--- src/rtl/klms_pkg.sv ---
// ----------------------------------------------------------------------------
// klms_pkg
// shared types and constants of the key and LED matrix scanner
// ----------------------------------------------------------------------------
package klms_pkg;

  // key press counter width and saturation value
  localparam int unsigned KEY_CNT_W = 8;
  localparam logic [KEY_CNT_W-1:0] KEY_CNT_MAX = {KEY_CNT_W{1'b1}};

  // key limit register width and compare width
  localparam int unsigned KEY_LIMIT_W = 8;
  localparam int unsigned KEY_CMP_W = (KEY_CNT_W > KEY_LIMIT_W) ? KEY_CNT_W : KEY_LIMIT_W;

  localparam int unsigned HANDLE_W = 16;
  localparam int unsigned MOUNT_W  = 12;
  localparam logic [HANDLE_W-1:0] HANDLE_MAX = {HANDLE_W{1'b1}};
  localparam logic [MOUNT_W-1:0]  MOUNT_MAX  = {MOUNT_W{1'b1}};

  localparam int unsigned NUM_KEYS = 8;
  localparam int unsigned NUM_LINES = 4;
  localparam int unsigned NUM_ROWS = 4;

  // register reset values
  localparam logic [KEY_LIMIT_W-1:0] KEY_LIMIT_RST    = 8'd20;
  localparam logic [HANDLE_W-1:0]    HANDLE_LIMIT_RST = 16'd50;
  localparam logic [MOUNT_W-1:0]     MOUNT_THR_RST    = 12'd1500;

  // register map
  localparam int unsigned APB_ADDR_W = 4;
  localparam int unsigned APB_DATA_W = 32;
  localparam logic [1:0] REG_KEY_LIMIT    = 2'd0;
  localparam logic [1:0] REG_HANDLE_LIMIT = 2'd1;
  localparam logic [1:0] REG_MOUNT_THR    = 2'd2;

  typedef enum logic [1:0] {
    MOUNT_UNMOUNTED = 2'd0,
    MOUNT_MOUNTING  = 2'd1,
    MOUNT_MOUNTED   = 2'd2
  } mount_state_e;

  typedef struct packed {
    logic [KEY_LIMIT_W-1:0] key_press_limit;
    logic [HANDLE_W-1:0]    handle_press_limit;
    logic [MOUNT_W-1:0]     mount_threshold;
  } cfg_t;

  typedef struct packed {
    logic [NUM_LINES-1:0] return_lines;
    logic                 handle_pin;
    logic                 mount_pin;
    logic [NUM_KEYS-1:0]  led_pattern;
  } in_item_t;

  typedef struct packed {
    logic [NUM_KEYS-1:0]  key_pressed;
    logic [NUM_ROWS-1:0]  row_drive;
    logic                 return_is_output;
    logic [NUM_LINES-1:0] return_drive_level;
    logic                 handle_pressed;
    mount_state_e         mount_status;
  } res_item_t;

endpackage

--- src/rtl/klms_scan_core.sv ---
// ----------------------------------------------------------------------------
// klms_scan_core
// scan phase, key debounce, handle and mount qualification for one tick
// ----------------------------------------------------------------------------
module klms_scan_core
  import klms_pkg::*;
(
  input  logic      clk_i,
  input  logic      rst_ni,
  input  logic      step_i,
  input  in_item_t  item_i,
  input  cfg_t      cfg_i,
  output res_item_t res_o
);

  logic [1:0]           phase_q, phase_d;
  logic [KEY_CNT_W-1:0] key_cnt_q [NUM_KEYS];
  logic [KEY_CNT_W-1:0] key_cnt_d [NUM_KEYS];
  logic [NUM_KEYS-1:0]  key_bits_q, key_bits_d;
  logic [HANDLE_W-1:0]  handle_cnt_q, handle_cnt_d;
  logic                 handle_flag;
  logic [MOUNT_W-1:0]   mount_cnt_q, mount_cnt_d;
  mount_state_e         mount_state_q, mount_state_d;
  logic [MOUNT_W:0]     mount_sum;

  // keys
  always_comb begin
    key_bits_d = key_bits_q;
    for (int k = 0; k < NUM_KEYS; k++) begin
      key_cnt_d[k] = key_cnt_q[k];
      // odd phases read keys, phase 3 serves the upper group
      if (phase_q[0] && (phase_q[1] == k[2])) begin
        if (item_i.return_lines[3 - k[1:0]]) begin
          if (key_cnt_q[k] != KEY_CNT_MAX) begin
            key_cnt_d[k] = key_cnt_q[k] + KEY_CNT_W'(1);
          end
          if (KEY_CMP_W'(key_cnt_d[k]) > KEY_CMP_W'(cfg_i.key_press_limit)) begin
            key_bits_d[k] = 1'b1;
          end
        end else begin
          key_cnt_d[k]  = '0;
          key_bits_d[k] = 1'b0;
        end
      end
    end
  end

  assign phase_d = phase_q + 2'd1;

  // handle: the flag follows the count on every tick, so it needs no register
  always_comb begin
    handle_cnt_d = handle_cnt_q;
    handle_flag  = 1'b0;
    if (!item_i.handle_pin) begin
      if (handle_cnt_q > cfg_i.handle_press_limit) begin
        handle_flag = 1'b1;
      end else if (handle_cnt_q != HANDLE_MAX) begin
        handle_cnt_d = handle_cnt_q + HANDLE_W'(1);
      end
    end else begin
      handle_cnt_d = '0;
    end
  end

  // mount: up by two while present, down by one while absent
  assign mount_sum = {1'b0, mount_cnt_q} + (MOUNT_W+1)'(2);

  always_comb begin
    mount_cnt_d   = mount_cnt_q;
    mount_state_d = mount_state_q;
    if (!item_i.mount_pin) begin
      if (mount_cnt_q > cfg_i.mount_threshold) begin
        mount_state_d = MOUNT_MOUNTED;
      end else begin
        mount_state_d = MOUNT_MOUNTING;
        mount_cnt_d   = mount_sum[MOUNT_W] ? MOUNT_MAX : mount_sum[MOUNT_W-1:0];
      end
    end else if (mount_cnt_q != '0) begin
      mount_cnt_d = mount_cnt_q - MOUNT_W'(1);
    end else begin
      mount_state_d = MOUNT_UNMOUNTED;
    end
  end

  // result of this tick
  always_comb begin
    res_o.key_pressed      = key_bits_d;
    res_o.row_drive        = NUM_ROWS'(1) << phase_d;
    res_o.return_is_output = ~phase_d[0];
    case (phase_d)
      2'd0:    res_o.return_drive_level = ~item_i.led_pattern[7:4];
      2'd2:    res_o.return_drive_level = ~item_i.led_pattern[3:0];
      default: res_o.return_drive_level = '0;
    endcase
    res_o.handle_pressed = handle_flag;
    res_o.mount_status   = mount_state_d;
  end

  always_ff @(posedge clk_i or negedge rst_ni) begin
    if (!rst_ni) begin
      phase_q       <= '0;
      key_bits_q    <= '0;
      handle_cnt_q  <= '0;
      mount_cnt_q   <= '0;
      mount_state_q <= MOUNT_UNMOUNTED;
      for (int k = 0; k < NUM_KEYS; k++) begin
        key_cnt_q[k] <= '0;
      end
    end else if (step_i) begin
      phase_q       <= phase_d;
      key_bits_q    <= key_bits_d;
      handle_cnt_q  <= handle_cnt_d;
      mount_cnt_q   <= mount_cnt_d;
      mount_state_q <= mount_state_d;
      for (int k = 0; k < NUM_KEYS; k++) begin
        key_cnt_q[k] <= key_cnt_d[k];
      end
    end
  end

endmodule

--- config.mk ---
export PLATFORM = sky130hd
export DESIGN_NAME = klms_scan_core
export DESIGN_NICKNAME = d
export VERILOG_FILES = /design/src/rtl/klms_pkg.sv /design/src/rtl/klms_scan_core.sv
export SDC_FILE = /design/constraint.sdc
export NUM_CORES = 1
export LEC_CHECK = 0
export BUFFER_PORTS_ARGS = -buffer_cell sky130_fd_sc_hd__buf_2
export CORE_UTILIZATION = 33
export CTS_CLUSTER_DIAMETER = 150
export DETAILED_ROUTE_END_ITERATION = 16
export PLACE_DENSITY_LB_ADDON = 0.2
export SLEW_MARGIN = 30
export SYNTH_ARGS = -nofsm -noshare
export SYNTH_HDL_FRONTEND = slang
export SYNTH_SLANG_ARGS = --single-unit
export TNS_END_PERCENT = 100
--- constraint.sdc ---
create_clock -name clk_i -period 2.98 [get_ports clk_i]
set_input_delay 0.298 -clock clk_i [delete_from_list [all_inputs] [get_ports clk_i]]
set_output_delay 0.298 -clock clk_i [all_outputs]
set_load 0.02 [all_outputs]
### Yosys cells after proc, flatten, opt, wreduce, memory -nomap -nowiden

Index checks and enable logic that the tools add are counted.

| word-level totals | value |
|---|---|
| flip-flop bits (word level) | 104 |
| bits of input ports | 53 |
| word-level logic and storage cells | 131 |

| cells by class | value |
|---|---|
| add/subtract/negate cells | 12 |
| order comparisons | 10 |
| equal/unequal tests | 13 |
| shift operators | 1 |
| multiplexer cells | 69 |
| bitwise logic cells | 4 |
| reduce and logical (&&, ||, !) cells | 9 |

Operator list:

| operator | number |
|---|---|
| 8-bit 2-to-1 mux | 32 |
| 8-bit by 1-bit adder with 8-bit output, second input constant | 8 |
| 8-bit greater-than comparator | 8 |
| 8-bit inequality test, second input constant | 8 |
| 12-bit 2-to-1 mux | 4 |
| 16-bit 2-to-1 mux | 3 |
| 1-bit 2-to-1 mux | 26 |
| 16-bit by 1-bit adder with 16-bit output, second input constant | 1 |
| 16-bit greater-than comparator | 1 |
| 16-bit inequality test, second input constant | 1 |
| 12-bit by 2-bit adder with 13-bit output, second input constant | 1 |
| 12-bit greater-than comparator | 1 |
| 12-bit nonzero test | 1 |
| 12-bit by 1-bit subtractor with 12-bit output, second input constant | 1 |
| 4-bit inverter | 2 |
| 4-bit case mux with 2 select lines | 1 |
| 2-bit 2-to-1 mux | 3 |
| 3-bit AND reduction | 2 |
| 2-bit inequality test, second input constant | 2 |
| 2-bit AND reduction | 2 |
| 1-bit by 2-bit << shifter with 4-bit output, first input constant | 1 |
| 2-bit by 1-bit adder with 2-bit output, second input constant | 1 |
| 2-bit equality test, second input constant | 1 |
| 1-bit logical AND | 2 |
| 4 further kinds | 5 |

### Depth between registers and ports, before layout

Gate-level depths: netlist of the first run.

| depth | value |
|---|---|
| depth in word-level cells | 8 |
| gate-level depth with buffers | 13 |

### Worst setup path after synthesis of the first run

No wires, ideal clock.

| timing path | value |
|---|---|
| path kind | register -> output |
| from | reg key_cnt_q[8] in the netlist's numbering |
| to | out res_o[18] in the netlist's numbering |
| arrival | 2.768 ns |
| required time | 2.682 ns |
| path slack | -0.086 ns |
| stages on the path, launching flop included | 13 |
| path buffers | 1 |
| cells stage by stage | dfrtp_1 > ha_1 > and3_1 > clkbuf_1 > nand3_1 > mux2_2 > ha_1 > nor2b_1 > o21a_1 > o21ai_0 > a21oi_1 > o221ai_1 > a21oi_1 |

RTL lines:

| element | RTL line | RTL |
|---|---|---|
| start: declaration | klms_scan_core.sv:17 | `logic [KEY_CNT_W-1:0] key_cnt_q [NUM_KEYS];` |
| start signal: indexed assignment | klms_scan_core.sv:116 | `key_cnt_q[k] <= key_cnt_d[k];` |
| end: declaration | klms_scan_core.sv:13 | `output res_item_t res_o` |

==> metrics.yaml, run 1 <==
job:
  drv_cap: 0
power:
  power_mw: 5.94
  ir_worst_vdd_v: 0.000295
  powerDensity_nw_per_um2: 552
  p_leak_nw: 5.14
setup_path:
  critical_path.startpoint_type: "flip-flop"
  worstPathRequired_ps: 2680
  cpMaxStageDelayCell: "dfrtp_1"
  critPathBufInv: 1
  slowest_delay_ps: 410
  endpoint_kind: "output pin"
  crit_arrival_ps: 2760
  worstPathCellList: "ha_2 -> and3_4 -> and3_4 -> nand2_1 -> nand2_1 -> ha_1 -> nor2b_4 -> o21a_1 -> o21ai_2 -> a21oi_1 -> o221ai_2 -> a21oi_2 -> buf_4"
  crit_path_max_fanout: 5
  critPathKind: "flip-flop to output pin"
  crit_family: "compound AO/OA/AOI/OAI gates"
timing:
  hold_viol_final: 0
  setup_viol: 6
  fin_crit_sh_pct: 103
  rsz0062_at_grt: "yes"
  relSlewSlack_pct: 55.7
  setup_slack_ps: -79.1
  min_period_ps: 3060
  worstMarginPinSlew_ps: 663
  slew_viol_final: 0
  clock_skew_ps: 8.42
  fmax_ghz: 0.327
  fin_setup_tns_ps: -351
place:
  io_buffers: 72
  place_hpwl_microns: 16500
  post_dp_cell_area_sq_um: 9590
  globalplace.congestion: 0.811
clock_tree:
  cts.sinks: 104
  tritoncts: "done"
  path_clk_slew_ps: 70
  insertion_delay_ps: 360
  cts_buffers: 9
  htree_levels: 3
  clock_path_buffers: 2
  root_buffer: "clkbuf_16"
synth:
  synth-edff-count: 0
  yosysTopAreaCellShare_pct: 30.4
  yosys_warnings: 0
  synth_area_sq_um: 8570
  yosysUniqueCellTypes: 61
  synth_flop_cell: "dfrtp_1"
  synth-seq-area-share_pct: 30.4
  postSynthAreaPerCell_sq_um: 8.71
  syn-num-nets: 1148
  synthArstFlopShare_pct: 100
  ys_ff_latch: 104
  netlist_top_cells_area: "dfrtp_1 (30%), ha_1 (16%), a22o_1 (5.8%)"
  syn_inst: 984
  synth_top_area_cell: "dfrtp_1"
detailed_routing:
  viasPerCell: 5.36
  vias: 7828
  ant_nets: 0
  routedWlPerCell_microns: 16.1
  first_pass_iters: 5
  drtIter0Drc: 482
  drc_errors: 0
  wl_microns: 23600
floorplan:
  die_height_microns: 163
  die_w_microns: 163
  initial_core_util_pct: 33.8
  ios: 73
  num_rows: 58
  core_area_sq_um: 25300
  dieArea_sq_um: 26600
final_layout:
  final_common_cell: "dfrtp_1"
  drive_gt1_share_pct: 25.0
  design_area_sq_um: 10800
  layout.nets: 1289
  fillers: 2458
  area_growth_pct: 25.6
  fin_util_pct: 42.5
  most-common-layout-cells: "dfrtp_1 (101), ha_1 (97), buf_4 (97)"
  antenna_cells: 0
global_routing:
  use_met3_pct: 2.84
  grt_first_pass_wirelength_microns: 38200
  top_usage_layer: "met2"
  antenna_found_initial: 0
  grt_pass1_vias: 7514
  track_usage_pct: 18.0
  grt_util_met2_pct: 30.1
  use_met1_pct: 24.1
  grt_max_degree: 40
  grt_overflow: 0
min_path:
  min_path_type: "input pin to flip-flop"
status:
  violations: "setup timing"
  status: "complete, but fails checks"
## synthesized netlist by cell type, types with 3 or more instances
library cell,number
a211o_1,5
a21o_1,7
a21oi_1,72
a221o_1,3
a22o_1,57
a31oi_1,8
and2_1,3
and3_1,35
and4_1,8
buf_2,6
buf_4,4
clkbuf_1,28
dfrtp_1,104
ha_1,111
inv_1,70
mux2_2,9
mux2i_1,11
nand2_1,70
nand2b_1,8
nand3_1,56
nand3b_1,3
nand4_1,32
nor2_1,48
nor2b_1,33
nor3_1,5
nor3b_1,5
nor4_1,5
nor4b_1,4
o211ai_1,5
o21a_1,28
o21ai_0,53
o221ai_1,8
o22a_1,7
o22ai_1,12
or3_1,6
xnor2_1,16
xor2_1,7
## report_power, final
| group | switching [mW] | internal [mW] |
|---|---|---|
| clock network | 0.575 | 0.783 |
| logic | 1.42 | 1.27 |
| registers | 0.268 | 1.63 |
## tightest hold or removal path: stages
cell     delay (ps)
buf_2           180
nand3_1         100
nand2_1          50
## state kept, by name, summed over array words and instances, names as in the netlist
name	flops
key_cnt_q	64
mount_cnt_q	12
phase_q	2
key_bits_q	8
handle_cnt_q	16
mount_state_q	2
## layer usage
| layer | part of all wire [%] | vias to the layer above |
|---|---|---|
| li1 | - | 3938 |
| met1 | 48 | 3717 |
| met2 | 47 | 149 |
| met3 | 3.9 | 24 |
| met4 | 1.2 | 0 |
| met5 | 0 | - |
## area by class of cell
| type | count | area (sq um) | share of cell area, % |
|---|---|---|---|
| Clock inverter | 5 | 78.8 | 0.733 |
| Sequential cell | 104 | 2610 | 24.2 |
| Clock buffer | 11 | 253 | 2.35 |
| Timing Repair Buffer | 169 | 1140 | 10.6 |
| Inverter | 71 | 267 | 2.48 |
| Multi-Input combinational cell | 770 | 6000 | 55.8 |
| Tap cell | 330 | 413 | 3.84 |
## final timing paths
path	start	endpoint	slack [ps]	depth (start not counted)
setup / recovery	key_cnt_q[33]	res_o[15]	-80	13
hold / removal	item_i[11]	key_cnt_q[47]	320	3
setup reg to reg	handle_cnt_q[7]	handle_cnt_q[4]	400	7
hold reg to reg	mount_state_q[0]	mount_state_q[0]	510	1
max in group asynchronous	rst_ni	phase_q[1]	1740	3
min in group asynchronous	rst_ni	key_cnt_q[14]	460	2
## timing repair
| action | 4_1_cts | 5_1_grt |
|---|---|---|
| hold endpoints to repair | 36 | 0 |
| pin swaps | 47 | 36 |
| resized for setup | 76 | 47 |
| setup endpoints to repair | 8 | 8 |
| hold buffers | 1 | 0 |
| setup buffers | 29 | 13 |
## stage by stage
stage | std cells | hold WS, ps | setup WS [ps]
after floorplan | 984 | 2.41 | 2.83
after global placement | 1401 | 324 | 89.3
after detailed placement | 1401 | 330 | 49.8
after CTS | 1447 | 302 | -112
after global routing | 1460 | 321 | -198
final | 1460 | 317 | -79.1
## cell families (layout without fill, tap and decap cells)
| family | Yosys count | count (layout) | synth area share, % |
|---|---|---|---|
| buf+inv | 110 | 256 | 5.17 |
| xor+xnor | 23 | 23 | 2.35 |
| flops | 104 | 104 | 30.4 |
| fa+ha+maj | 111 | 111 | 16.2 |
| simple gates | 331 | 331 | 20.8 |
| compound gates | 285 | 285 | 22.6 |
| mux | 20 | 20 | 2.47 |
(Power assumes the default switching activity.)
==> inputs of run 2 (changes only) <==
Settings changed: SKIP_CTS_REPAIR_TIMING set to 1.
==> run 2 against run 1 <==
- the flow still finishes with violations (setup timing)
- setup slack worse by 95 ps
- global-route usage shrank 0.55 points
- clock-buffer cell count is the same
- critical path depth up 1
- combinational power shrank 5%
- die area is the same
- flip-flop and latch count is the same
- utilization decreased by 0.62 points
- critical path type unchanged
- critical endpoint is now res_o[17]
==> metrics.yaml, run 2 (synthesis gave the netlist of run 1 again) <==
place:
  io_buffers: 72
  place_hpwl_microns: 16500
  post_dp_cell_area_sq_um: 9590
  dpl.cell_count: 1401
  globalplace.congestion: 0.811
clock_tree:
  clock_path_buffers: 2
  path_clk_slew_ps: 70
  insertion_delay_ps: 360
  cts_buffers: 9
  tritoncts: "done"
  htree_levels: 3
  cts.sinks: 104
  root_buffer: "clkbuf_16"
detailed_routing:
  drtIter0Drc: 433
  routedWlPerCell_microns: 16.4
  wl_microns: 23600
  first_pass_iters: 5
  ant_nets: 0
  viasPerCell: 5.35
  drc_errors: 0
  vias: 7719
power:
  p_int_mw: 3.58
  switching_share_pct: 38.4
  ir_worst_vdd_v: 0.000300
  p_leak_nw: 5.04
  combPwrFrac_pct: 43.9
  seq_power_share_pct: 32.8
  clkPwrFrac_pct: 23.3
  switchingPower_mw: 2.23
  powerDensity_nw_per_um2: 549
timing:
  hold_viol_final: 0
  setup_viol: 7
  clock_skew_ps: 10.9
  setup_slack_ps: -175
  rsz0062_at_grt: "yes"
  worstMarginPinSlew_ps: 673
  whs_ps: 322
  relSlewSlack_pct: 55.1
  slew_viol_final: 0
  fmax_ghz: 0.317
  min_period_ps: 3150
  fin_crit_sh_pct: 106
floorplan:
  initial_core_util_pct: 33.8
  core_area_sq_um: 25300
  die_w_microns: 163
  num_rows: 58
  dieArea_sq_um: 26600
  die_height_microns: 163
  ios: 73
global_routing:
  grt_max_degree: 40
  grt_first_pass_wirelength_microns: 37100
  grt_util_met2_pct: 28.5
  use_met1_pct: 24.0
  grt_pass1_vias: 7251
  track_usage_pct: 17.5
  use_met3_pct: 2.72
  grt_overflow: 0
  top_usage_layer: "met2"
  antenna_found_initial: 0
setup_path:
  crit_path_max_fanout: 4
  critPathKind: "flip-flop to output pin"
  slowest_delay_ps: 420
  worstPathCellList: "ha_2 -> and3_4 -> nand3_4 -> buf_6 -> nand4_1 -> xnor2_2 -> ha_1 -> a21oi_2 -> nor2b_1 -> o21ai_1 -> nand2b_1 -> o221ai_2 -> a21oi_2 -> buf_6"
  critical_path.startpoint_type: "flip-flop"
  endpoint_kind: "output pin"
  cpMaxStageDelayCell: "dfrtp_1"
  crit_arrival_ps: 2860
  worstPathRequired_ps: 2680
final_layout:
  layout.nets: 1271
  final_common_cell: "ha_1"
  finalNonFillerCells: 1442
  drive_gt1_share_pct: 23.7
  top_regs: "key_cnt_q x64, handle_cnt_q x16, mount_cnt_q x12"
  antenna_cells: 0
  area_growth_pct: 23.7
  fillers: 2493
  largest_register_ffs: 64
  regMostFlops: "key_cnt_q"
  most-common-layout-cells: "ha_1 (100), dfrtp_1 (97), buf_4 (79)"
  design_area_sq_um: 10600
status:
  violations: "setup timing"
  status: "complete, but fails checks"
min_path:
  min_path_type: "input pin to flip-flop"
job:
  drv_cap: 0
run 2: metal layers:
metal	wire length (microns)	vias to the layer above	share of wire (%)
met5	0	-	0
met4	245	0	1.0
met3	781	19	3.3
met2	11500	129	49
met1	11100	3670	47
li1	-	3901	-
run 2: path summary, 6_finish.rpt:
| kind | startpoint | to | slack [ps] | depth (start not counted) |
|---|---|---|---|---|
| worst min-delay path | item_i[11] | key_cnt_q[47] | 320 | 3 |
| worst min register to register | mount_state_q[0] | mount_state_q[0] | 510 | 1 |
| max in group asynchronous | rst_ni | phase_q[1] | 1720 | 3 |
| min in group asynchronous | rst_ni | key_cnt_q[14] | 480 | 2 |
| worst max-delay path | key_cnt_q[17] | res_o[17] | -170 | 14 |
| worst max register to register | handle_cnt_q[7] | handle_cnt_q[4] | 400 | 7 |
run 2: power groups by stage:
stage	combinational, mW	sequential (mW)	clock [mW]
2_1_floorplan	1.59	1.88	0
3_3_place_gp	2.31	1.90	0
3_5_place_dp	2.32	1.90	0
4_1_cts	2.34	1.88	1.40
5_1_grt	2.90	1.95	1.45
6_report	2.55	1.91	1.35
run 2: layout make-up:
class / instances / area, sq um / share of cell area (%)
tap: 330 / 413 / 3.89
clock inverter: 5 / 78.8 / 0.744
timing repair buffer: 151 / 1010 / 9.51
multi-input combinational: 770 / 5970 / 56.3
inverter: 71 / 267 / 2.51
sequential: 104 / 2610 / 24.6
clock buffer: 11 / 253 / 2.38
run 2: per-stage QoR:
stage | power, mW | utilization, % | TNS, ps | setup WS (ps)
detailed placement | 4.23 | 37.9 | 0 | 49.8
finish | 5.81 | 41.9 | -611 | -175
global placement | 4.21 | 37.9 | 0 | 89.3
CTS | 5.62 | 39.2 | -2290 | -352
floorplan | 3.47 | - | 0 | 2.83
global route | 6.30 | 41.9 | -1870 | -309
run 2: critical path, delay by kind of cell (launching register included):
family | cells | cell delay, ps
compound gates | 4 | 560
buf+inv | 2 | 240
fa+ha+maj | 2 | 550
simple gates | 5 | 560
flops | 1 | 420
xor+xnor | 1 | 180
