File: src/rtl/klms_pkg.sv
// ----------------------------------------------------------------------------
// klms_pkg
// shared types and constants of the key and LED matrix scanner
// ----------------------------------------------------------------------------
package klms_pkg;

  // key press counter width and saturation value
  localparam int unsigned KEY_CNT_W = 8;
  localparam logic [KEY_CNT_W-1:0] KEY_CNT_MAX = {KEY_CNT_W{1'b1}};

  // key limit register width and compare width
  localparam int unsigned KEY_LIMIT_W = 8;
  localparam int unsigned KEY_CMP_W = (KEY_CNT_W > KEY_LIMIT_W) ? KEY_CNT_W : KEY_LIMIT_W;

  localparam int unsigned HANDLE_W = 16;
  localparam int unsigned MOUNT_W  = 12;
  localparam logic [HANDLE_W-1:0] HANDLE_MAX = {HANDLE_W{1'b1}};
  localparam logic [MOUNT_W-1:0]  MOUNT_MAX  = {MOUNT_W{1'b1}};

  localparam int unsigned NUM_KEYS = 8;
  localparam int unsigned NUM_LINES = 4;
  localparam int unsigned NUM_ROWS = 4;

  // register reset values
  localparam logic [KEY_LIMIT_W-1:0] KEY_LIMIT_RST    = 8'd20;
  localparam logic [HANDLE_W-1:0]    HANDLE_LIMIT_RST = 16'd50;
  localparam logic [MOUNT_W-1:0]     MOUNT_THR_RST    = 12'd1500;

  // register map
  localparam int unsigned APB_ADDR_W = 4;
  localparam int unsigned APB_DATA_W = 32;
  localparam logic [1:0] REG_KEY_LIMIT    = 2'd0;
  localparam logic [1:0] REG_HANDLE_LIMIT = 2'd1;
  localparam logic [1:0] REG_MOUNT_THR    = 2'd2;

  typedef enum logic [1:0] {
    MOUNT_UNMOUNTED = 2'd0,
    MOUNT_MOUNTING  = 2'd1,
    MOUNT_MOUNTED   = 2'd2
  } mount_state_e;

  typedef struct packed {
    logic [KEY_LIMIT_W-1:0] key_press_limit;
    logic [HANDLE_W-1:0]    handle_press_limit;
    logic [MOUNT_W-1:0]     mount_threshold;
  } cfg_t;

  typedef struct packed {
    logic [NUM_LINES-1:0] return_lines;
    logic                 handle_pin;
    logic                 mount_pin;
    logic [NUM_KEYS-1:0]  led_pattern;
  } in_item_t;

  typedef struct packed {
    logic [NUM_KEYS-1:0]  key_pressed;
    logic [NUM_ROWS-1:0]  row_drive;
    logic                 return_is_output;
    logic [NUM_LINES-1:0] return_drive_level;
    logic                 handle_pressed;
    mount_state_e         mount_status;
  } res_item_t;

endpackage

File: src/rtl/klms_apb_regs.sv
// ----------------------------------------------------------------------------
// klms_apb_regs
// configuration registers behind an apb-style port
// ----------------------------------------------------------------------------
module klms_apb_regs
  import klms_pkg::*;
(
  input  logic                  clk_i,
  input  logic                  rst_ni,
  input  logic                  psel,
  input  logic                  penable,
  input  logic                  pwrite,
  input  logic [APB_ADDR_W-1:0] paddr,
  input  logic [APB_DATA_W-1:0] pwdata,
  output logic [APB_DATA_W-1:0] prdata,
  output logic                  pready,
  output cfg_t                  cfg_o
);

  cfg_t       cfg_q, cfg_d;
  logic       wr_en;
  logic [1:0] reg_idx;

  assign pready  = 1'b1;
  assign wr_en   = psel & penable & pwrite;
  assign reg_idx = paddr[3:2];

  always_comb begin
    cfg_d = cfg_q;
    if (wr_en) begin
      unique case (reg_idx)
        REG_KEY_LIMIT:    cfg_d.key_press_limit    = pwdata[KEY_LIMIT_W-1:0];
        REG_HANDLE_LIMIT: cfg_d.handle_press_limit = pwdata[HANDLE_W-1:0];
        REG_MOUNT_THR:    cfg_d.mount_threshold    = pwdata[MOUNT_W-1:0];
        default:          cfg_d = cfg_q;
      endcase
    end
  end

  always_comb begin
    unique case (reg_idx)
      REG_KEY_LIMIT:    prdata = APB_DATA_W'(cfg_q.key_press_limit);
      REG_HANDLE_LIMIT: prdata = APB_DATA_W'(cfg_q.handle_press_limit);
      REG_MOUNT_THR:    prdata = APB_DATA_W'(cfg_q.mount_threshold);
      default:          prdata = '0;
    endcase
  end

  always_ff @(posedge clk_i or negedge rst_ni) begin
    if (!rst_ni) begin
      cfg_q.key_press_limit    <= KEY_LIMIT_RST;
      cfg_q.handle_press_limit <= HANDLE_LIMIT_RST;
      cfg_q.mount_threshold    <= MOUNT_THR_RST;
    end else begin
      cfg_q <= cfg_d;
    end
  end

  assign cfg_o = cfg_q;

endmodule

File: config.mk
export PLATFORM = sky130hd
export DESIGN_NAME = klms_apb_regs
export DESIGN_NICKNAME = d
export VERILOG_FILES = /design/src/rtl/klms_pkg.sv /design/src/rtl/klms_apb_regs.sv
export SDC_FILE = /design/constraint.sdc
export NUM_CORES = 1
export LEC_CHECK = 0
export ABC_AREA = 0
export BUFFER_PORTS_ARGS = -buffer_cell sky130_fd_sc_hd__buf_2
export CORE_ASPECT_RATIO = 2
export CORE_UTILIZATION = 25
export CTS_CLUSTER_SIZE = 24
export DETAILED_ROUTE_END_ITERATION = 10
export GPL_TIMING_DRIVEN = 0
export HOLD_SLACK_MARGIN = 0.05
export SYNTH_ARGS = -nofsm -noshare
export SYNTH_HDL_FRONTEND = slang
export SYNTH_SLANG_ARGS = --single-unit
File: constraint.sdc
create_clock -name clk_i -period 2.07 [get_ports clk_i]
set_input_delay 0.207 -clock clk_i [delete_from_list [all_inputs] [get_ports clk_i]]
set_output_delay 0.207 -clock clk_i [all_outputs]
set_load 0.05 [all_outputs]
Yosys cells after proc, flatten, opt, wreduce, memory -nomap -nowiden

Cells that the tools add are included.

Muxes and demuxes: 1
Equal/unequal tests: 2
Bitwise gates (word level): 2
Reductions and logical operators: 4

Operator list:

| cell                                          | number |
|---|---|
| one-hot mux 16 bit (3 select lines)           | 1 |
| AND reduction 2 bit                           | 3 |
| AND 1 bit                                     | 2 |
| == test 2 x 1 -> 1 bit, second input constant | 1 |
| == test 2 bit, second input constant          | 1 |
| zero test 2 bit                               | 1 |

Word-level logic and storage cells: 12
Output and inout port bits: 69
Flip-flop bits (word level): 36
Bits of input ports: 41

Logic depth before layout (Yosys ltp)

Gate-level depths: netlist of the first run.

Depth in word-level cells: 3
Depth in mapped cells: 5
Depth with buffers taken out: 3

Worst setup path after synthesis of the first run

OpenSTA, ideal clock, no wires.

Kind: register to output
Start point: register cfg_q, in the netlist cfg_o[13]
End point: output prdata[1]
Cell stages (with the launch flop): 3
Data required time: 1.863 ns
Path buffers: 0
Path slack: -0.035 ns
Arrival time: 1.898 ns
Path through: dfstp_2 mux2i_1 o21ai_0

Word-level cells in the longest chain between the ends: 1

RTL lines:

| what                                | RTL line            | RTL |
|---|---|---|
| start: declaration                  | klms_apb_regs.sv:20 | `cfg_t cfg_q, cfg_d;` |
| start signal: assignment            | klms_apb_regs.sv:55 | `cfg_q <= cfg_d;` |
| one-hot mux 16 bit (3 select lines) | klms_apb_regs.sv:41 | `unique case (reg_idx)` |
| end: declaration                    | klms_apb_regs.sv:15 | `output logic [APB_DATA_W-1:0] prdata,` |

No other way between the ends.

Final worst setup path of the first run

Start point: input paddr[2]
End point: output prdata[9]

Word-level cells in the longest chain between the ends: 2
Elaborated cells between the ends (all ways): 4
Classes of those cells: eq/ne: 2; mux: 1; reduce/logical: 1

RTL lines:

| what                                  | RTL line            | RTL |
|---|---|---|
| start: declaration                    | klms_apb_regs.sv:13 | `input logic [APB_ADDR_W-1:0] paddr,` |
| == test 2 bit (tied with other cells) | klms_apb_regs.sv:41 |  |
| one-hot mux 16 bit (3 select lines) * | klms_apb_regs.sv:41 |  |

Every way passes the cells marked *; elsewhere a longest branch is shown, timed or not.

==> metrics.txt, run 1 <==
TritonRoute pass-1 iters 4; TritonCTS Buffers 5; setup slack, reg-to-reg 1.29 ns; worst hold path depth 2; largest net degree at the start of global routing 37; critical path peak fanout 10; Slew Limit Fails 0; mean post-synth cell area about 13 µm²; H-tree Lvls 2; WL final approximately 4500 µm; Hold Path Sink cfg_o[24]$_DFFE_PN0P_; FF-to-FF path depth 1; worst skew pair latency ~0.27 ns; row count 43; Routed Antenna Nets 0; final setup fails 0; post-synthesis cell type count 19; Sink Count 36; CTS tree done; critical path cell sequence buf_2 -> buf_6 -> nor2b_1 -> a22o_1 -> buf_2; IO Pins 110; Cell Area, Synth roughly 1800 µm²; Placeable Area around 7000 µm²; hpwl dp 3303 µm; endpoints failing hold 0; commonest non-fill, non-tap cell in the layout buf_2; initial antenna violation count 0; fin nets roughly 270; IO Port Bufs 74; critical path class input pin to output port; path type of the worst min-delay path input pin to flip-flop; clock transition at the registers of the reported paths 0.06 ns; worst slew pin tran around 0.80 ns; first-pass GRT wire length 6734 µm; sequential area share after synthesis 0.5073; crit share post-route 0.8694; total number of vias between 1000 and 1500; design area about 2500 µm²; Worst Setup End Kind output port; most frequent cells in the layout buf_2 (75), mux2_2 (26), dfrtp_1 (24); routability cong. roughly 0.72; Die X 62.09 µm; skew final 0 ns; DRC 0; vias in the first global route ~1300; Finished Layout Cells 321; max reg flops 36; CTS resizes 0; Gate Count Post-Synth roughly 130; WL/cell 14.06 µm; DR iter-0 viols 21; fill cell count approximately 710; run status completed; critical path arrival between 1.5 and 2 ns; gr usage total 0.1271; Post-Place Cells roughly 310; die area around 7600 µm²; CP Buf/Inv Count 3; synth-to-layout area growth 39.29%; Initial Utilization 0.2601; slowest stage cell, crit path nor2b_1; share of cells above drive strength 1 0.6667; Syn. warnings 0; CP top delay family buffers and inverters; worst rel slew slack 0.4651; die height around 120 µm; vias per std cell between 4 and 5; grt total ovfl 0; fmax 555.7 MHz; reg-to-reg endpoint cfg_o[28]$_DFFE_PN0P_; cell with the most instances on the worst path buf_2; max-cap viol count 0; CP startpoint paddr[2]; antenna cell count 0; #FFs+latches synth 36; Max Root-Sink Buffers 2; Hold Startpoint pwdata[12]; element type at the critical path start input pin; pwr dens between 1000 and 1500 nW/µm²; placed cell area ~2300 µm²; crit-path max cell delay around 0.55 ns; Worst Path Required around 1.9 ns; VDD IR-drop max between 0.5 and 0.6 mV; static leakage between 1 and 1.5 nW; RSZ-0062 raised after global routing no; root buf cell clkbuf_16; reg-to-reg startpoint cfg_o[28]$_DFFE_PN0P_; final worst path period need between 1.5 and 2 ns
power breakdown:
group | internal (mW) | total [mW] | switching (mW) | leakage (nW)
clock | 0.566 | 0.848 | 0.282 | 0.0808
sequential | 0.910 | 1.03 | 0.122 | 0.420
combinational | 0.370 | 1.39 | 1.02 | 0.806
total | 1.85 | 3.27 | 1.43 | 1.31
how the worst max path moves through the flow:
stage,end,slack [ns],cells after the start
floorplan,prdata[0],0.004,2
global placement,prdata[7],-0.09,7
detailed placement,prdata[5],-0.13,7
CTS,prdata[9],0.18,5
global route,prdata[11],0.12,5
finish,prdata[9],0.27,5
synthesized netlist by cell type:
| cell type | instances | area, µm² |
|---|---|---|
| mux2_4 | 10 | 150.1 |
| mux2_2 | 26 | 292.8 |
| or3b_4 | 1 | 11.26 |
| nor3b_4 | 1 | 18.77 |
| nand3_2 | 1 | 10.01 |
| buf_4 | 18 | 135.1 |
| o21ai_0 | 8 | 40.04 |
| a22o_1 | 4 | 35.03 |
| nor3_2 | 1 | 10.01 |
| dfstp_2 | 12 | 315.3 |
| buf_6 | 2 | 22.52 |
| clkbuf_1 | 1 | 3.750 |
| nand2_1 | 8 | 30.03 |
| mux2i_1 | 8 | 80.08 |
| and2_1 | 4 | 25.02 |
| nor2b_1 | 2 | 12.51 |
| conb_1 | 2 | 7.510 |
| buf_2 | 1 | 5.000 |
| dfrtp_1 | 24 | 600.6 |
cell families after synthesis:
| family | synth area share |
|---|---|
| DFF | 0.5073 |
| muxes | 0.2897 |
| and+or+nand+nor | 0.06514 |
| AOI/OAI and AO/OA | 0.04158 |
| other | 0.004160 |
| buffers and inverters | 0.09216 |
what timing repair did:
action / CTS / global route
endpoints found under the setup margin: 10 / 0
buffers inserted: 0 / 0
endpoints found under the hold margin: 1 / 0
hold buffers: 1 / 0
metrics by stage:
stage / setup TNS [ns] / hold WS (ns) / power, mW / setup slack [ns] / utilization
3_3_place_gp: -0.7595 / 0.3476 / 2.435 / -0.09021 / 0.3378
2_1_floorplan: 0 / -0.08859 / 2.140 / 0.004259 / -
3_5_place_dp: -1.232 / 0.3506 / 2.450 / -0.1323 / 0.3378
4_1_cts: 0 / 0.1486 / 3.321 / 0.1838 / 0.3624
6_report: 0 / 0.1566 / 3.274 / 0.2704 / 0.3624
5_1_grt: 0 / 0.1516 / 3.422 / 0.1192 / 0.3624
cell type report:
cell class,count,area (µm²),area share
flip-flops and latches,36,915.9,0.3642
multi-input cells,91,779.5,0.3100
repair buffers,75,380.4,0.1512
plain buffers,21,162.7,0.06468
clock buffers,6,128.9,0.05124
well taps,90,112.6,0.04478
clock inverters,2,35.03,0.01393
per-layer routing:
| metal | share of wire | GRT usage | vias to the layer above |
|---|---|---|---|
| li1 | - | - | 623 |
| met1 | 0.35 | 0.1253 | 658 |
| met2 | 0.56 | 0.2261 | 64 |
| met3 | 0.055 | 0.03079 | 11 |
| met4 | 0.032 | 0.07222 | 0 |
| met5 | 0 | 0 | - |
Power figures use the tool's default switching activity.
==> run 2: changes to the inputs <==
--- a/config.mk
+++ b/config.mk
@@ -9,6 +9,7 @@
 export BUFFER_PORTS_ARGS = -buffer_cell sky130_fd_sc_hd__buf_2
 export CORE_ASPECT_RATIO = 2
 export CORE_UTILIZATION = 25
+export CTS_BUF_LIST = sky130_fd_sc_hd__clkbuf_8
 export CTS_CLUSTER_SIZE = 24
 export DETAILED_ROUTE_END_ITERATION = 10
 export GPL_TIMING_DRIVEN = 0
==> run 2 against run 1 <==
Effect of this change: sequential share of layout area grew 0.83 points; cell count is the same; combinational power is essentially flat; critical path type unchanged; critical endpoint unchanged.
==> metrics.txt, run 2 (synthesis gave the netlist of run 1 again) <==
grt total ovfl 0; static leakage ~1.3 nW; TritonRoute pass-1 iters 4; row count 43; RSZ-0062 raised after global routing no; root buf cell clkbuf_8; GR Layer Usage met2 0.2234; synth-to-layout area growth 36.17%; WL/cell 14.03 µm; Worst Setup End Kind output port; Final Power between 3 and 4 mW; Slew Limit Fails 0; Die X 62.09 µm; run status completed; total number of vias 1358; Routed Antenna Nets 0; share of cells above drive strength 1 0.6667; max reg flops 36; Sink Count 36; Placeable Area about 7000 µm²; path type of the worst min-delay path input pin to flip-flop; critical path class input pin to output port; fin nets 271; IO Pins 110; die area between 7000 and 8000 µm²; CTS resizes 0; gr usage total 0.1260; endpoints failing hold 0; crit share post-route 0.8704; die height around 120 µm; worst slew pin tran about 0.8 ns; Initial Utilization 0.2601; IO Port Bufs 74; CTS tree done; commonest non-fill, non-tap cell in the layout buf_2; DR iter-0 viols 30; worst skew pair latency between 0.2 and 0.3 ns; Max Root-Sink Buffers 2; antenna cell count 0; DRC 0; GR peak layer met2; WL final about 4500 µm; fmax approximately 550 MHz; most frequent cells in the layout buf_2 (75), mux2_2 (26), dfrtp_1 (24); final worst path period need between 1.5 and 2 ns; vias in the first global route around 1300; skew final 0 ns; initial antenna violation count 0; met1 Usage GRT 0.1247; routability cong. 0.7222; worst rel slew slack 0.4634; hpwl dp about 3300 µm; H-tree Lvls 2; critical path peak fanout 10; first-pass GRT wire length 6679 µm; VDD IR-drop max approximately 0.53 mV; postcts setup bufs 0; clock transition at the registers of the reported paths about 0.080 ns; Worst Path Required around 1.9 ns; pwr dens 1234 nW/µm²; final setup fails 0; TritonCTS Buffers 5; max-cap viol count 0; met3 Usage GRT 0.03397; element type at the critical path start input pin; Final Util 0.3542; largest net degree at the start of global routing 37; critical path arrival approximately 1.6 ns; vias per std cell 4.231
-- run 2: cell count changes in the layout (fill, tap and decap cells not counted), sizes merged --
cell    delta
clkbuf     -1
inv        +1
-- run 2: power breakdown --
group,leakage (nW),switching [mW],internal (mW)
Combinational,0.806,1.02,0.370
Sequential,0.420,0.121,0.909
Clock,0.0593,0.258,0.353
Total,1.29,1.40,1.63
-- run 2: layout make-up --
cell class / instances / area (µm²)
Tap cell: 90 / 112.6
Buffer: 21 / 162.7
Timing Repair Buffer: 75 / 380.4
Fill cell: 714 / 4482
Clock inverter: 3 / 38.79
Multi-Input combinational cell: 91 / 779.5
Clock buffer: 5 / 68.82
Sequential cell: 36 / 915.9
-- run 2: path summary, 6_finish.rpt --
| check | startpoint | end | slack [ns] | cells past startpoint |
|---|---|---|---|---|
| setup reg to reg | cfg_o[20]$_DFFE_PN0P_ | cfg_o[20]$_DFFE_PN0P_ | 1.29 | 1 |
| setup / recovery | paddr[2] | prdata[9] | 0.27 | 5 |
| min in group asynchronous | rst_ni | cfg_o[18]$_DFFE_PN0P_ | 0.55 | 2 |
| max in group asynchronous | rst_ni | cfg_o[26]$_DFFE_PN0P_ | 1.01 | 2 |
| hold reg to reg | cfg_o[27]$_DFFE_PN0P_ | cfg_o[27]$_DFFE_PN0P_ | 0.52 | 1 |
| hold / removal | pwdata[12] | cfg_o[24]$_DFFE_PN0P_ | 0.14 | 2 |
-- run 2: metal layers --
layer	routed length, µm	up-vias	part of all wire
li1	-	622	-
met5	0	-	0
met3	255	9	0.057
met1	1577	664	0.35
met2	2525	63	0.56
met4	146	0	0.032
-- run 2: critical path: stages --
cell and delay [ns]:
buf_2 0.13, buf_6 0.19, nor2b_1 0.54, a22o_1 0.25, buf_2 0.26
-- run 2: timing repair --
| action | CTS | global route |
|---|---|---|
| hold endpoints to repair | 24 | 0 |
| hold buffers | 1 | 0 |
| setup endpoints to repair | 10 | 0 |
-- run 2: stage by stage --
step                instances  TNS [ns]  setup slack, ns  instance area (µm²)  hold WS, ns
global placement          313   -0.7595         -0.09021                 2345       0.3476
finish                    321         0           0.2682                 2459       0.1386
global route              321         0           0.1192                 2459       0.1279
CTS                       321         0           0.1838                 2459       0.1264
detailed placement        313    -1.232          -0.1323                 2345       0.3506
floorplan                 149         0         0.004259                 1862     -0.08859
==> run 3: changes to the inputs <==
--- a/config.mk
+++ b/config.mk
@@ -8,12 +8,13 @@
 export ABC_AREA = 0
 export BUFFER_PORTS_ARGS = -buffer_cell sky130_fd_sc_hd__buf_2
 export CORE_ASPECT_RATIO = 2
-export CORE_UTILIZATION = 25
+export CORE_UTILIZATION = 30
 export CTS_BUF_LIST = sky130_fd_sc_hd__clkbuf_8
 export CTS_CLUSTER_SIZE = 24
 export DETAILED_ROUTE_END_ITERATION = 10
 export GPL_TIMING_DRIVEN = 0
 export HOLD_SLACK_MARGIN = 0.05
+export PLACE_DENSITY = 0.59
 export SYNTH_ARGS = -nofsm -noshare
 export SYNTH_HDL_FRONTEND = slang
 export SYNTH_SLANG_ARGS = --single-unit
==> run 3 against run 2 <==
Effect of this change: the run now ends with design-rule violations left; cell count shrank 9.0%; first-iteration DRC count grew 37%; flip-flop and latch count is the same; die area shrank 16%; maximum frequency grew 0.53%; critical path depth is the same; largest cell class unchanged; global-route usage grew 1.6 points.
==> metrics.txt, run 3 (synthesis gave the netlist of run 1 again) <==
run status finished with violations; failing checks design-rule violations; root buf cell clkbuf_8; largest net degree at the start of global routing 37; crit path capture prdata[9]; crit share post-route 0.8659; fin nets around 270; Routed Antenna Nets 0; endpoints failing hold 0; die area between 6000 and 7000 µm²; TNS Setup 0 ns; Worst Path Required 1.86 ns; CTS tree done; share of cells above drive strength 1 0.6667; TritonCTS Buffers 5; Sink Count 36; most frequent cells in the layout buf_2 (75), mux2_2 (26), dfrtp_1 (24); static leakage ~1.3 nW; Post-Place Cells approximately 280; critical path class input pin to output port; skew final 0 ns; element type at the critical path start input pin; CTS resizes 0; Max Root-Sink Buffers 2; pwr dens between 1000 and 1500 nW/µm²; Worst Setup End Kind output port; RSZ-0062 raised after global routing no; setup slack, reg-to-reg 1.29 ns; WL final 4297 µm; final setup fails 0; path type of the worst min-delay path input pin to flip-flop; Final Util 0.4207; critical path arrival around 1.6 ns; commonest non-fill, non-tap cell in the layout buf_2; DRC 18; H-tree Lvls 2; Placeable Area between 5000 and 6000 µm²; Die X between 50 and 60 µm; reg-to-reg startpoint cfg_o[19]$_DFFE_PN0P_; DR iter-0 viols slightly above 40; critical path peak fanout 10; worst skew pair latency around 0.28 ns; worst slew pin tran 0.8145 ns; gr usage total 0.1423; max reg flops 36; Initial Utilization 0.3136; vias in the first global route 1186; antenna cell count 0; VDD IR-drop max slightly below 0.7 mV; WL/cell between 10 and 15 µm; FF-to-FF path depth 1; Finished Layout Cells about 300; CP startpoint paddr[2]; synth-to-layout area growth 34.16%; max-cap viol count 0; row count 39; grt total ovfl 0; TritonRoute pass-1 iters 7; hpwl dp between 3000 and 4000 µm; reg-to-reg endpoint cfg_o[19]$_DFFE_PN0P_; vias per std cell 4.462; initial antenna violation count 0; fmax about 560 MHz; IO Pins 110; first-pass GRT wire length 6672 µm; hold slack 0.1514 ns; Slew Limit Fails 0; worst rel slew slack 0.4570; die height ~110 µm; final worst path period need 1.792 ns; Final Power between 3 and 4 mW; total number of vias 1303; clock transition at the registers of the reported paths 0.07 ns; routability cong. approximately 0.72; IO Port Bufs 74
[run 3: cell counts in the layout (fill, tap and decap cells not counted)]
No cell type changed its count.
[run 3: routing by layer]
metal | vias to the layer above | wire length, µm | global-route usage
li1 | 622 | - | -
met1 | 625 | 1554 | 0.1523
met2 | 52 | 2468 | 0.2611
met3 | 4 | 203 | 0.02904
met4 | 0 | 71 | 0.06341
met5 | - | 0 | 0
[run 3: worst min-delay path by stage]
stage | cells past startpoint | to | startpoint | slack (ns)
after global placement | 1 | cfg_o[14]$_DFFE_PN0P_ | rst_ni | 0.35
after global routing | 2 | cfg_o[25]$_DFFE_PN0P_ | pwdata[13] | 0.14
final | 2 | cfg_o[26]$_DFFE_PN0P_ | pwdata[14] | 0.15
after detailed placement | 1 | cfg_o[14]$_DFFE_PN0P_ | rst_ni | 0.35
after floorplan | 0 | cfg_o[0]$_DFFE_PN0P_ | rst_ni | -0.09
after CTS | 2 | cfg_o[26]$_DFFE_PN0P_ | pwdata[14] | 0.14
[run 3: area by class of cell]
cell class | count | area (µm²)
fill | 594 | 3336
sequential | 36 | 915.9
multi-input combinational | 91 | 779.5
timing repair buffer | 75 | 380.4
buffer | 21 | 162.7
tap | 61 | 76.32
clock buffer | 5 | 68.82
clock inverter | 3 | 38.79
[run 3: per-stage QoR]
step	setup slack [ns]	cell area [µm²]
4_1_cts	0.2278	2422
6_report	0.2777	2422
3_5_place_dp	-0.07867	2308
3_3_place_gp	-0.06486	2308
2_1_floorplan	0.004259	1862
5_1_grt	0.1267	2422
[run 3: critical path: stages]
cell and delay (ns):
buf_2 0.12, buf_6 0.19, nor2b_1 0.56, a22o_1 0.24
buf_2 0.26
[run 3: where the power goes]
| group | switching, mW | internal [mW] |
|---|---|---|
| logic | 1.03 | 0.370 |
| registers | 0.120 | 0.909 |
| clock network | 0.246 | 0.353 |
[run 3: what timing repair did]
item                                    CTS  global route
endpoints found under the hold margin    19             0
endpoints found under the setup margin   10             0
setup buffers                             0             0
hold buffers                              1             0
